### src/design/mexp_pkg.sv
// ----------------------------------------------------------------------------
// mexp_pkg
// Shared widths, types and state codes of the modular exponentiation block.
// ----------------------------------------------------------------------------
package mexp_pkg;

  localparam int EXP_WIDTH = 32;
  localparam int MOD_WIDTH = 31;
  localparam int BASE_W    = 31;
  localparam int OUT_W     = 31;
  localparam int CFG_W     = 31;

  // exponent register holds either the given exponent or modulus - 2
  localparam int E_W   = (EXP_WIDTH > MOD_WIDTH) ? EXP_WIDTH : MOD_WIDTH;
  // multiplier bits walked by the serial unit
  localparam int OPB_W = (BASE_W > MOD_WIDTH) ? BASE_W : MOD_WIDTH;
  localparam int CNT_W = $clog2(OPB_W);

  localparam logic [CFG_W-1:0] MOD_RESET = CFG_W'(1000000007);

  typedef enum logic [2:0] {
    S_IDLE,
    S_REDUCE,
    S_MUL,
    S_SQR,
    S_DONE
  } mexp_state_t;

  typedef struct packed {
    logic                 start;
    logic [MOD_WIDTH-1:0] a;
    logic [OPB_W-1:0]     b;
  } mexp_op_t;

  typedef struct packed {
    logic                 done;
    logic [MOD_WIDTH-1:0] prod;
  } mexp_stat_t;

endpackage

### src/design/mexp_mulmod.sv
// ----------------------------------------------------------------------------
// mexp_mulmod
// Bit-serial modular multiplier: a * b mod m, one multiplier bit per cycle,
// most significant first, with the running remainder kept below m.
// ----------------------------------------------------------------------------
module mexp_mulmod (
  input  logic                         clk,
  input  logic                         rst,
  input  mexp_pkg::mexp_op_t           op,
  input  logic [mexp_pkg::MOD_WIDTH:0] modv,
  output mexp_pkg::mexp_stat_t         stat
);

  localparam int T_W = mexp_pkg::MOD_WIDTH + 3;

  logic [mexp_pkg::MOD_WIDTH-1:0] r;
  logic [mexp_pkg::MOD_WIDTH-1:0] a;
  logic [mexp_pkg::OPB_W-1:0]     bsh;
  logic [mexp_pkg::CNT_W-1:0]     cnt;
  logic                           done_q;

  logic [mexp_pkg::MOD_WIDTH-1:0] r_src;
  logic [mexp_pkg::MOD_WIDTH-1:0] a_src;
  logic                           bit_in;
  logic [T_W-1:0]                 t;
  logic [T_W-1:0]                 d1;
  logic [T_W-1:0]                 d2;
  logic [T_W-1:0]                 r_step;
  logic [mexp_pkg::MOD_WIDTH-1:0] r_next;

  // the first step is taken in the cycle the operation is issued
  always_comb begin
    r_src  = op.start ? '0 : r;
    a_src  = op.start ? op.a : a;
    bit_in = op.start ? op.b[mexp_pkg::OPB_W-1] : bsh[mexp_pkg::OPB_W-1];
    t      = T_W'({r_src, 1'b0}) + T_W'(bit_in ? a_src : '0);
    // t stays below 3m, so at most two subtractions of m
    d1     = t - T_W'(modv);
    d2     = t - T_W'({modv, 1'b0});
    if (!d2[T_W-1]) begin
      r_step = d2;
    end else if (!d1[T_W-1]) begin
      r_step = d1;
    end else begin
      r_step = t;
    end
    r_next = r_step[mexp_pkg::MOD_WIDTH-1:0];
  end

  always_ff @(posedge clk) begin
    if (rst) begin
      cnt    <= '0;
      done_q <= 1'b0;
    end else begin
      done_q <= (cnt == mexp_pkg::CNT_W'(1));
      if (op.start) begin
        cnt <= mexp_pkg::CNT_W'(mexp_pkg::OPB_W - 1);
      end else if (cnt != '0) begin
        cnt <= cnt - mexp_pkg::CNT_W'(1);
      end
    end
  end

  always_ff @(posedge clk) begin
    if (op.start) begin
      r   <= r_next;
      a   <= op.a;
      bsh <= op.b << 1;
    end else if (cnt != '0) begin
      r   <= r_next;
      bsh <= bsh << 1;
    end
  end

  assign stat.done = done_q;
  assign stat.prod = r;

endmodule

### src/design/modular_exponentiation.sv
// ----------------------------------------------------------------------------
// modular_exponentiation
// Right-to-left square-and-multiply of base^exponent mod modulus on one
// shared bit-serial modular multiplier.
// ----------------------------------------------------------------------------
// A serial multiply (one multiplier bit per cycle) first reduces the base, then
// one multiply per set exponent bit and one square per bit below the top
// follow; a zero effective exponent goes straight to done with no multiply.
// One item at a time; the next is taken the cycle after done. Synchronous rst
// sets the modulus register to 1000000007 and the controller to idle.
module modular_exponentiation (
  input  logic                          clk,
  input  logic                          rst,
  input  logic                          start,
  output logic                          busy,
  input  logic                          mode,
  input  logic [mexp_pkg::BASE_W-1:0]   base,
  input  logic [mexp_pkg::EXP_WIDTH-1:0] exponent,
  input  logic                          cfg_write,
  input  logic [mexp_pkg::CFG_W-1:0]    cfg_data,
  output logic                          done,
  output logic [mexp_pkg::OUT_W-1:0]    power_result
);

  mexp_pkg::mexp_state_t          state;
  mexp_pkg::mexp_state_t          state_next;
  logic [mexp_pkg::MOD_WIDTH-1:0] modulus;
  logic [mexp_pkg::E_W-1:0]       e;
  logic [mexp_pkg::MOD_WIDTH-1:0] acc;
  logic [mexp_pkg::MOD_WIDTH-1:0] p;

  logic [mexp_pkg::MOD_WIDTH:0]   mod_ext;
  logic [mexp_pkg::E_W-1:0]       eff_e;
  logic                           e_hi_nz;
  mexp_pkg::mexp_op_t             op;
  mexp_pkg::mexp_stat_t           u_stat;

  // a modulus of zero means reduction modulo 2^MOD_WIDTH
  assign mod_ext = {modulus == '0, modulus};
  assign e_hi_nz = |e[mexp_pkg::E_W-1:1];

  always_comb begin
    if (mode) begin
      eff_e = (modulus > mexp_pkg::MOD_WIDTH'(2)) ?
              mexp_pkg::E_W'(modulus - mexp_pkg::MOD_WIDTH'(2)) : '0;
    end else begin
      eff_e = mexp_pkg::E_W'(exponent);
    end
  end

  mexp_mulmod u_mulmod (
    .clk  (clk),
    .rst  (rst),
    .op   (op),
    .modv (mod_ext),
    .stat (u_stat)
  );

  // next state
  always_comb begin
    state_next = state;
    case (state)
      mexp_pkg::S_IDLE: begin
        if (start) begin
          state_next = (eff_e == '0) ? mexp_pkg::S_DONE : mexp_pkg::S_REDUCE;
        end
      end
      mexp_pkg::S_REDUCE: begin
        if (u_stat.done) begin
          state_next = e[0] ? mexp_pkg::S_MUL : mexp_pkg::S_SQR;
        end
      end
      mexp_pkg::S_MUL: begin
        if (u_stat.done) begin
          state_next = e_hi_nz ? mexp_pkg::S_SQR : mexp_pkg::S_DONE;
        end
      end
      mexp_pkg::S_SQR: begin
        // e[1] is the bit that becomes current after this square
        if (u_stat.done) begin
          state_next = e[1] ? mexp_pkg::S_MUL : mexp_pkg::S_SQR;
        end
      end
      mexp_pkg::S_DONE: begin
        state_next = mexp_pkg::S_IDLE;
      end
      default: begin
        state_next = mexp_pkg::S_IDLE;
      end
    endcase
  end

  // outputs and multiplier issue
  always_comb begin
    op    = '0;
    busy  = 1'b1;
    done  = 1'b0;
    case (state)
      mexp_pkg::S_IDLE: begin
        busy = 1'b0;
        if (start && (eff_e != '0)) begin
          // base mod m, as 1 * base
          op.start = 1'b1;
          op.a     = mexp_pkg::MOD_WIDTH'(1);
          op.b     = mexp_pkg::OPB_W'(base);
        end
      end
      mexp_pkg::S_REDUCE: begin
        if (u_stat.done) begin
          op.start = 1'b1;
          op.a     = e[0] ? acc : u_stat.prod;
          op.b     = mexp_pkg::OPB_W'(u_stat.prod);
        end
      end
      mexp_pkg::S_MUL: begin
        if (u_stat.done && e_hi_nz) begin
          op.start = 1'b1;
          op.a     = p;
          op.b     = mexp_pkg::OPB_W'(p);
        end
      end
      mexp_pkg::S_SQR: begin
        if (u_stat.done) begin
          op.start = 1'b1;
          op.a     = e[1] ? acc : u_stat.prod;
          op.b     = mexp_pkg::OPB_W'(u_stat.prod);
        end
      end
      mexp_pkg::S_DONE: begin
        done = 1'b1;
      end
      default: begin
        busy = 1'b1;
      end
    endcase
  end

  assign power_result = mexp_pkg::OUT_W'(acc);

  always_ff @(posedge clk) begin
    if (rst) begin
      state   <= mexp_pkg::S_IDLE;
      modulus <= mexp_pkg::MOD_WIDTH'(mexp_pkg::MOD_RESET);
    end else begin
      state <= state_next;
      if (cfg_write) begin
        modulus <= mexp_pkg::MOD_WIDTH'(cfg_data);
      end
    end
  end

  always_ff @(posedge clk) begin
    case (state)
      mexp_pkg::S_IDLE: begin
        if (start) begin
          e   <= eff_e;
          acc <= mexp_pkg::MOD_WIDTH'(1);
        end
      end
      mexp_pkg::S_REDUCE: begin
        if (u_stat.done) begin
          p <= u_stat.prod;
        end
      end
      mexp_pkg::S_MUL: begin
        if (u_stat.done) begin
          acc <= u_stat.prod;
        end
      end
      mexp_pkg::S_SQR: begin
        if (u_stat.done) begin
          p <= u_stat.prod;
          e <= e >> 1;
        end
      end
      default: begin
      end
    endcase
  end

  a_accept_busy: assert property (@(posedge clk) disable iff (rst)
    (start && !busy) |=> busy)
    else $error("accepted item did not raise busy");

  a_unit_done_in_op: assert property (@(posedge clk) disable iff (rst)
    u_stat.done |-> (state == mexp_pkg::S_REDUCE || state == mexp_pkg::S_MUL ||
                     state == mexp_pkg::S_SQR))
    else $error("multiplier finished outside an operation");

  a_exp_live: assert property (@(posedge clk) disable iff (rst)
    (state == mexp_pkg::S_REDUCE || state == mexp_pkg::S_MUL ||
     state == mexp_pkg::S_SQR) |-> (e != '0))
    else $error("exponent ran out during an operation");

  a_result_reduced: assert property (@(posedge clk) disable iff (rst)
    done |-> ((mexp_pkg::MOD_WIDTH'(1) == acc) || ({1'b0, acc} < mod_ext)))
    else $error("result not below modulus");

endmodule

### config.mk
export PLATFORM = sky130hd
export DESIGN_NAME = modular_exponentiation
export DESIGN_NICKNAME = d
export VERILOG_FILES = /design/src/design/mexp_pkg.sv /design/src/design/mexp_mulmod.sv /design/src/design/modular_exponentiation.sv
export SDC_FILE = /design/constraint.sdc
export NUM_CORES = 1
export LEC_CHECK = 0
export BUFFER_PORTS_ARGS = -buffer_cell sky130_fd_sc_hd__buf_4
export CAP_MARGIN = 5
export CORE_MARGIN = 5
export CORE_UTILIZATION = 43
export CTS_CLUSTER_SIZE = 10
export DETAILED_ROUTE_END_ITERATION = 8
export GPL_ROUTABILITY_DRIVEN = 0
export PLACE_DENSITY = 0.72
export SETUP_SLACK_MARGIN = 0.3
export SLEW_MARGIN = 20
export SYNTH_ARGS = -nofsm -noshare
export SYNTH_HDL_FRONTEND = slang
export SYNTH_SLANG_ARGS = --single-unit
### constraint.sdc
create_clock -name clk -period 11.9 [get_ports clk]
set_input_delay 1.19 -clock clk [delete_from_list [all_inputs] [get_ports clk]]
set_output_delay 1.19 -clock clk [all_outputs]
set_load 0.01 [all_outputs]
==> metrics.log, run 1 <==
[metrics] cell at the root of the clock tree: clkbuf_16
[metrics] most numerous cell types in the synthesized netlist: nand2_1, edfxtp_1, nor2_1
[metrics] full die area: around 42000 µm²
[metrics] Layout Cells excl Fill: 2406
[metrics] DR WL met3: 4220 µm
[metrics] clk slew on worst S/H paths: 60 ps
[metrics] final worst-path setup slack: 1480 ps
[metrics] hold violation total from the final report: 0
[metrics] count of endpoints failing setup in the final report: 0
[metrics] number of placement rows: 71
[metrics] Critical Path Start Type: input port
[metrics] port bufs: 131
[metrics] cell type with the largest total area after synthesis: edfxtp_1
[metrics] most used standard cell by instance count after synthesis: nand2_1
[metrics] outcome: completed
[metrics] global router's overall resource usage: roughly a fifth
[metrics] overall routed net length: 46000 µm
[metrics] register bit count reported by yosys: 226
[metrics] Top-Level Pins: approximately 130
[metrics] total overflow reported by the global router: 0
[metrics] Placed Cells: around 2400
[metrics] required time at the endpoint of the critical path: 12190 ps
[metrics] worst skew pair latency: 560 ps
[metrics] sequential cell area fraction in the yosys report: 37.4%
[metrics] sort of element at the end of the critical path: flop
[metrics] clock tree from TritonCTS: done
[metrics] clock period minus final worst setup slack: 10420 ps
[metrics] fin util: 49.3%
[metrics] share of cells above drive strength 1: 13.9%
[metrics] unrepaired setup endpoints after global routing: no
[metrics] area of placed instances: ~18000 µm²
[metrics] Final period util: 87.6%
[metrics] first-pass GRT wire length: 73000 µm
[metrics] worst-margin pin slew: 1000 ps
[metrics] length of routed met2 wiring: a little under 20000 µm
[metrics] Top cell by count, worst path: a21o_1
[metrics] count of max-cap constraint violations: 0
[metrics] routed len/inst: 19.1 µm
[metrics] kind of critical path: in2reg
[metrics] headroom to the max-slew limit: around a third
[metrics] upper clock frequency limit: 0.0959 GHz
[metrics] post-synthesis to final-layout area growth: 13.8%
[metrics] area share of the largest cell type after synthesis: 28.6%
[metrics] core region area: 37500 µm²
[metrics] n_diodes: 0
[metrics] Cells after Synth: 1780
[metrics] Yosys cell types: 88
[metrics] iteration count of the initial detailed-routing pass: 8
[metrics] CP arrival: ~11000 ps
[metrics] static leakage power: ~7.7 nW
[metrics] antenna violations before repair: 0
[metrics] net count of the mapped netlist: 1979
[metrics] Worst Path Max Fanout: 40
[metrics] via count of the first global-routing pass: 13600
[metrics] Met1 Routed Length: 21000 µm
[metrics] share of synthesized flip-flops with an asynchronous set or reset: 0%
[metrics] width of the chip: 204 µm
[metrics] starting density of the core: 43.3%
[metrics] PwrDens: approximately 190 nW/µm²
[metrics] cells taking the most area after synthesis: edfxtp_1, dfxtp_1, ha_1, nand2_1, mux2i_1
[metrics] Worst Hold Class: reg2reg
[metrics] IR drop worst, VDD: 0.132 mV
[metrics] ys flop type: edfxtp_1
[metrics] hold bufs inserted after CTS: 0
[metrics] Worst Clk Skew: 18.2 ps
[metrics] total CTS buffers: 28
[metrics] DP Wirelength: 34600 µm
[metrics] post-detailed-route DRC marker count: 0
[metrics] Vias: 14500
[metrics] total setup buffers inserted after CTS: 0
[metrics] Routed Antenna Nets: 0
[metrics] post-DR vias/cell: 6.02
[metrics] Critical Path Slowest Stage Cell: o311ai_0
[metrics] synthesized area per cell: ~9 µm²
[metrics] Post-synth EDFFs: between 150 and 200
[metrics] highest signal layer in the routed design: met4
[metrics] DIE HEIGHT: 204 µm
[metrics] DRC violation total after the first TritonRoute iteration: roughly 1600
[metrics] Place WS: 1050 ps
[metrics] total negative slack: 0 ps
[metrics] summed instance area of the synthesized netlist: 16300 µm²
[metrics] level count of the clock H-tree: 1
[metrics] Max Slew Vio Count: 0
[metrics] Warnings, synthesis: 0
[metrics] highest cell delay on the worst timing path: 780 ps
[metrics] net total in the final layout: around 2100
[metrics] total number of clock tree sinks: between 200 and 250
[metrics] maximum number of pins on one net before global-route repair: 92
[metrics] final design area excluding fillers: 18500 µm²
[metrics] clock buffer depth: 3
[metrics] number of gates resized after CTS: 0
metal layers:
layer | global-route usage (%) | vias up
li1 | - | 6827
met1 | 31.5 | 6804
met2 | 32.0 | 732
met3 | 3.51 | 112
met4 | 5.43 | 0
met5 | 0 | -
placed cells by master, fill, tap and decap left out, types with 28 or more instances in the layout:
cell type / instances
edfxtp_1: 155
o2111ai_1: 33
o21ai_0: 79
a21oi_1: 100
inv_1: 88
clkbuf_16: 28
and3_1: 37
nand3_1: 60
nor3_1: 43
nor2b_1: 48
ha_1: 97
nor2_1: 130
buf_4: 149
xor2_1: 28
mux2i_1: 50
dfxtp_1: 71
nand4_1: 32
and2_1: 36
a21o_1: 37
nand2_1: 178
xnor2_1: 58
o211ai_1: 30
report_power, final:
| group | switching [mW] | leakage [nW] | internal (mW) | total [mW] |
|---|---|---|---|---|
| Combinational | 0.874 | 5.17 | 0.601 | 1.48 |
| Clock | 0.327 | 0.404 | 0.454 | 0.781 |
| Sequential | 0.129 | 2.13 | 1.04 | 1.17 |
worst paths after layout:
kind	from	endpoint	slack (ps)	cells past startpoint
setup reg to reg	modulus[1]	u_mulmod.r[1]	1570	33
hold reg to reg	u_mulmod.a[15]	u_mulmod.a[15]	470	1
setup / recovery	mode	u_mulmod.r[1]	1480	31
hold / removal	u_mulmod.a[15]	u_mulmod.a[15]	470	1
critical path, delay by kind of cell:
kind | cells | cell delay [ps]
AOI/OAI and AO/OA | 18 | 4420
and+or+nand+nor | 6 | 2090
buffers and inverters | 4 | 1820
adders and majority gates | 2 | 770
muxes | 1 | 350
flip-flops by register name, indices dropped and copies added, names as in the netlist, 3 cells and up:
name,count
u_mulmod.cnt,5
state,3
u_mulmod.a,31
p,31
modulus,31
e,32
u_mulmod.bsh,30
u_mulmod.r,31
power_result,31
layout make-up:
cell class	count	area, µm²
Inverter	92	347
Tap cell	511	639
Clock buffer	48	796
Fill cell	3494	19000
Timing Repair Buffer	149	1120
Multi-Input combinational cell	1376	9470
Clock inverter	4	52.6
Sequential cell	226	6080
cells by family after synthesis:
group | count (synthesis) | share of synthesized area (%)
adders and majority gates | 100 | 7.84
and+or+nand+nor | 664 | 20.9
xor gates and xnor gates | 86 | 4.64
muxes | 83 | 5.89
buffers and inverters | 178 | 4.60
DFF | 226 | 37.4
AOI/OAI and AO/OA | 443 | 18.7
per-stage QoR:
| step | hold WS (ps) | total power [mW] |
|---|---|---|
| final | 466 | 3.42 |
| after global routing | 478 | 3.63 |
| after CTS | 468 | 3.40 |
| after detailed placement | 450 | 2.62 |
| after global placement | 452 | 2.58 |
| after floorplan | 443 | 2.23 |
Note: power is estimated with default switching activity, not from simulation.
==> inputs of run 2 (changes only) <==
==> constraint.sdc (replaced) <==
create_clock -name clk -period 13.3 [get_ports clk]
set_input_delay 1.33 -clock clk [delete_from_list [all_inputs] [get_ports clk]]
set_output_delay 1.33 -clock clk [all_outputs]
set_load 0.01 [all_outputs]
==> run 2 against run 1 <==
Clock power fell by 9.2%. Sequential share of layout area about the same. Non-clock buffer count unchanged. Sequential power decreased by 10%. Routed wire length increased by 0.12%. Worst hold slack better by 1.3 ps. Clock-buffer cell count is the same. Critical endpoint is now u_mulmod.r[30]. Clock skew is 10 ps higher. Setup slack improved by 910 ps. Power fell by 10%. Via count grew 0.41%. Combinational power down 10%.
==> metrics.log, run 2 (synthesized netlist as in run 1, its figures left out) <==
[metrics] hold bufs inserted after CTS: 0 (unchanged)
[metrics] routed len/inst: 19.2 µm (+0.12%)
[metrics] final design area excluding fillers: 18500 µm² (+0.11%)
[metrics] Worst Reg2Reg Path Length in Cells: 32 (-3.0%)
[metrics] unrepaired setup endpoints after global routing: no
[metrics] worst-margin pin slew: 907 ps (-94.7 ps)
[metrics] first-pass GRT wire length: 73300 µm (+0.51%)
[metrics] hold slack: 468 ps (+1.26 ps)
[metrics] overall routed net length: 46100 µm (+0.12%)
[metrics] clock tree from TritonCTS: done
[metrics] highest cell delay on the worst timing path: 740 ps (-40 ps)
[metrics] worst skew pair latency: 560 ps (about the same)
[metrics] Top-Level Pins: 132 (unchanged)
[metrics] sort of element at the end of the critical path: flop
[metrics] width of the chip: 204 µm (unchanged)
[metrics] total setup buffers inserted after CTS: 0 (unchanged)
[metrics] length of routed met2 wiring: 19600 µm (about the same)
[metrics] max FFs per register: 32 (unchanged)
[metrics] core region area: 37500 µm² (unchanged)
[metrics] port bufs: 131 (unchanged)
[metrics] Worst Hold Class: reg2reg
[metrics] full die area: 41800 µm² (unchanged)
[metrics] DR WL met3: 3970 µm (-5.9%)
[metrics] Vias: 14500 (+0.41%)
[metrics] count of endpoints failing setup in the final report: 0 (unchanged)
[metrics] register with the highest flop count: e
[metrics] leading cell type in the layout, fill and taps excluded: nand2_1
[metrics] overall power of the completed layout: 3.08 mW (-10%)
[metrics] Critical Path Slowest Stage Cell: clkinv_1
[metrics] Max Slew Vio Count: 0 (unchanged)
[metrics] top library cells by usage in the layout, fill and taps aside: nand2_1, edfxtp_1, buf_4, nor2_1, a21oi_1
[metrics] starting density of the core: 43.3% (unchanged)
[metrics] global router's overall resource usage: 21.2% (+0.043 points)
[metrics] via count of the first global-routing pass: 13800 (+2.0%)
[metrics] Worst Path Max Fanout: 40 (unchanged)
[metrics] DRC violation total after the first TritonRoute iteration: 1676 (+5.0%)
[metrics] number of placement rows: 71 (unchanged)
[metrics] total overflow reported by the global router: 0 (unchanged)
[metrics] level count of the clock H-tree: 1 (unchanged)
[metrics] headroom to the max-slew limit: 39.6% (+7.7 points)
[metrics] n_diodes: 0 (unchanged)
[metrics] clk slew on worst S/H paths: 60 ps (about the same)
[metrics] maximum number of pins on one net before global-route repair: 70 (-24%)
[metrics] IR drop worst, VDD: 0.107 mV (-19%)
[metrics] highest signal layer in the routed design: met4
[metrics] required time at the endpoint of the critical path: 13590 ps (+1400 ps)
[metrics] area of placed instances: 17600 µm² (unchanged)
[metrics] iteration count of the initial detailed-routing pass: 8 (unchanged)
[metrics] Final period util: 82.0%
[metrics] Met1 Routed Length: 21000 µm (about the same)
[metrics] post-DR vias/cell: 6.04 (+0.41%)
[metrics] static leakage power: 7.72 nW (+0.20%)
[metrics] share of cells above drive strength 1: 14.0% (+0.053 points)
[metrics] net total in the final layout: 2072 (unchanged)
[metrics] kind of critical path: in2reg
[metrics] Top cell by count, worst path: a21oi_1
[metrics] post-synthesis to final-layout area growth: 14.0%
[metrics] fin util: 49.4% (+0.053 points)
[metrics] number of gates resized after CTS: 0 (unchanged)
[metrics] clock buffer depth: 3 (unchanged)
[metrics] count of max-cap constraint violations: 0 (unchanged)
[metrics] total negative slack: 0 ps (unchanged)
[metrics] Hold Path Cell Cnt: 1 (unchanged)
[metrics] hold violation total from the final report: 0 (unchanged)
[metrics] post-detailed-route DRC marker count: 0 (unchanged)
[metrics] total CTS buffers: 28 (unchanged)
[metrics] cell at the root of the clock tree: clkbuf_16
[metrics] Critical Path Start Type: input port
[metrics] CP arrival: 11190 ps (+480 ps)
[metrics] antenna violations before repair: 0 (unchanged)
[metrics] Routed Antenna Nets: 0 (unchanged)
[metrics] outcome: completed
[metrics] DIE HEIGHT: 204 µm (unchanged)
[metrics] Worst Clk Skew: 28.4 ps (+10.2 ps)
[metrics] total number of clock tree sinks: 226 (unchanged)
[metrics] DP Wirelength: 35000 µm (+0.95%)
[metrics] clock period minus final worst setup slack: 10910 ps
[metrics] upper clock frequency limit: between 0.09 and 0.1 GHz
[metrics] PwrDens: 166 nW/µm² (-10%)
run 2: cell counts in the layout (fill, tap and decap cells not counted):
No cell type changed its count.
run 2: per-stage QoR:
stage	worst slack, ps	cells
2_1_floorplan	4530	1780
3_3_place_gp	2270	2354
3_5_place_dp	2010	2354
4_1_cts	2560	2406
5_1_grt	1700	2406
6_report	2390	2406
run 2: worst paths after layout:
check,start,slack [ps],endpoint
hold / removal,u_mulmod.a[9],470,u_mulmod.a[9]
hold reg to reg,u_mulmod.a[9],470,u_mulmod.a[9]
setup reg to reg,modulus[1],2630,u_mulmod.r[30]
setup / recovery,mode,2390,u_mulmod.r[30]
run 2: critical path, delay by kind of cell:
| kind | cells | cell delay, ps |
|---|---|---|
| AOI/OAI and AO/OA | 16 | 4870 |
| xor gates and xnor gates | 1 | 230 |
| adders and majority gates | 3 | 1070 |
| buffers and inverters | 3 | 1410 |
| muxes | 1 | 380 |
| and+or+nand+nor | 6 | 1860 |
run 2: routing by layer:
metal	vias up	track usage, %
met2	757	32.8
met4	0	6.08
li1	6820	-
met1	6822	30.9
met5	-	0
met3	135	3.32
run 2: power breakdown:
part           total (mW)  internal, mW  switching, mW
registers            1.05         0.929          0.117
logic                1.33         0.542          0.785
clock network       0.709         0.421          0.289
total                3.08          1.89           1.19
run 2: cell type report:
cell class | instances | area, µm²
Tap cell | 511 | 639
Timing Repair Buffer | 149 | 1120
Clock inverter | 4 | 45.0
Inverter | 92 | 347
Sequential cell | 226 | 6080
Fill cell | 3495 | 19000
Multi-Input combinational cell | 1376 | 9470
Clock buffer | 48 | 827
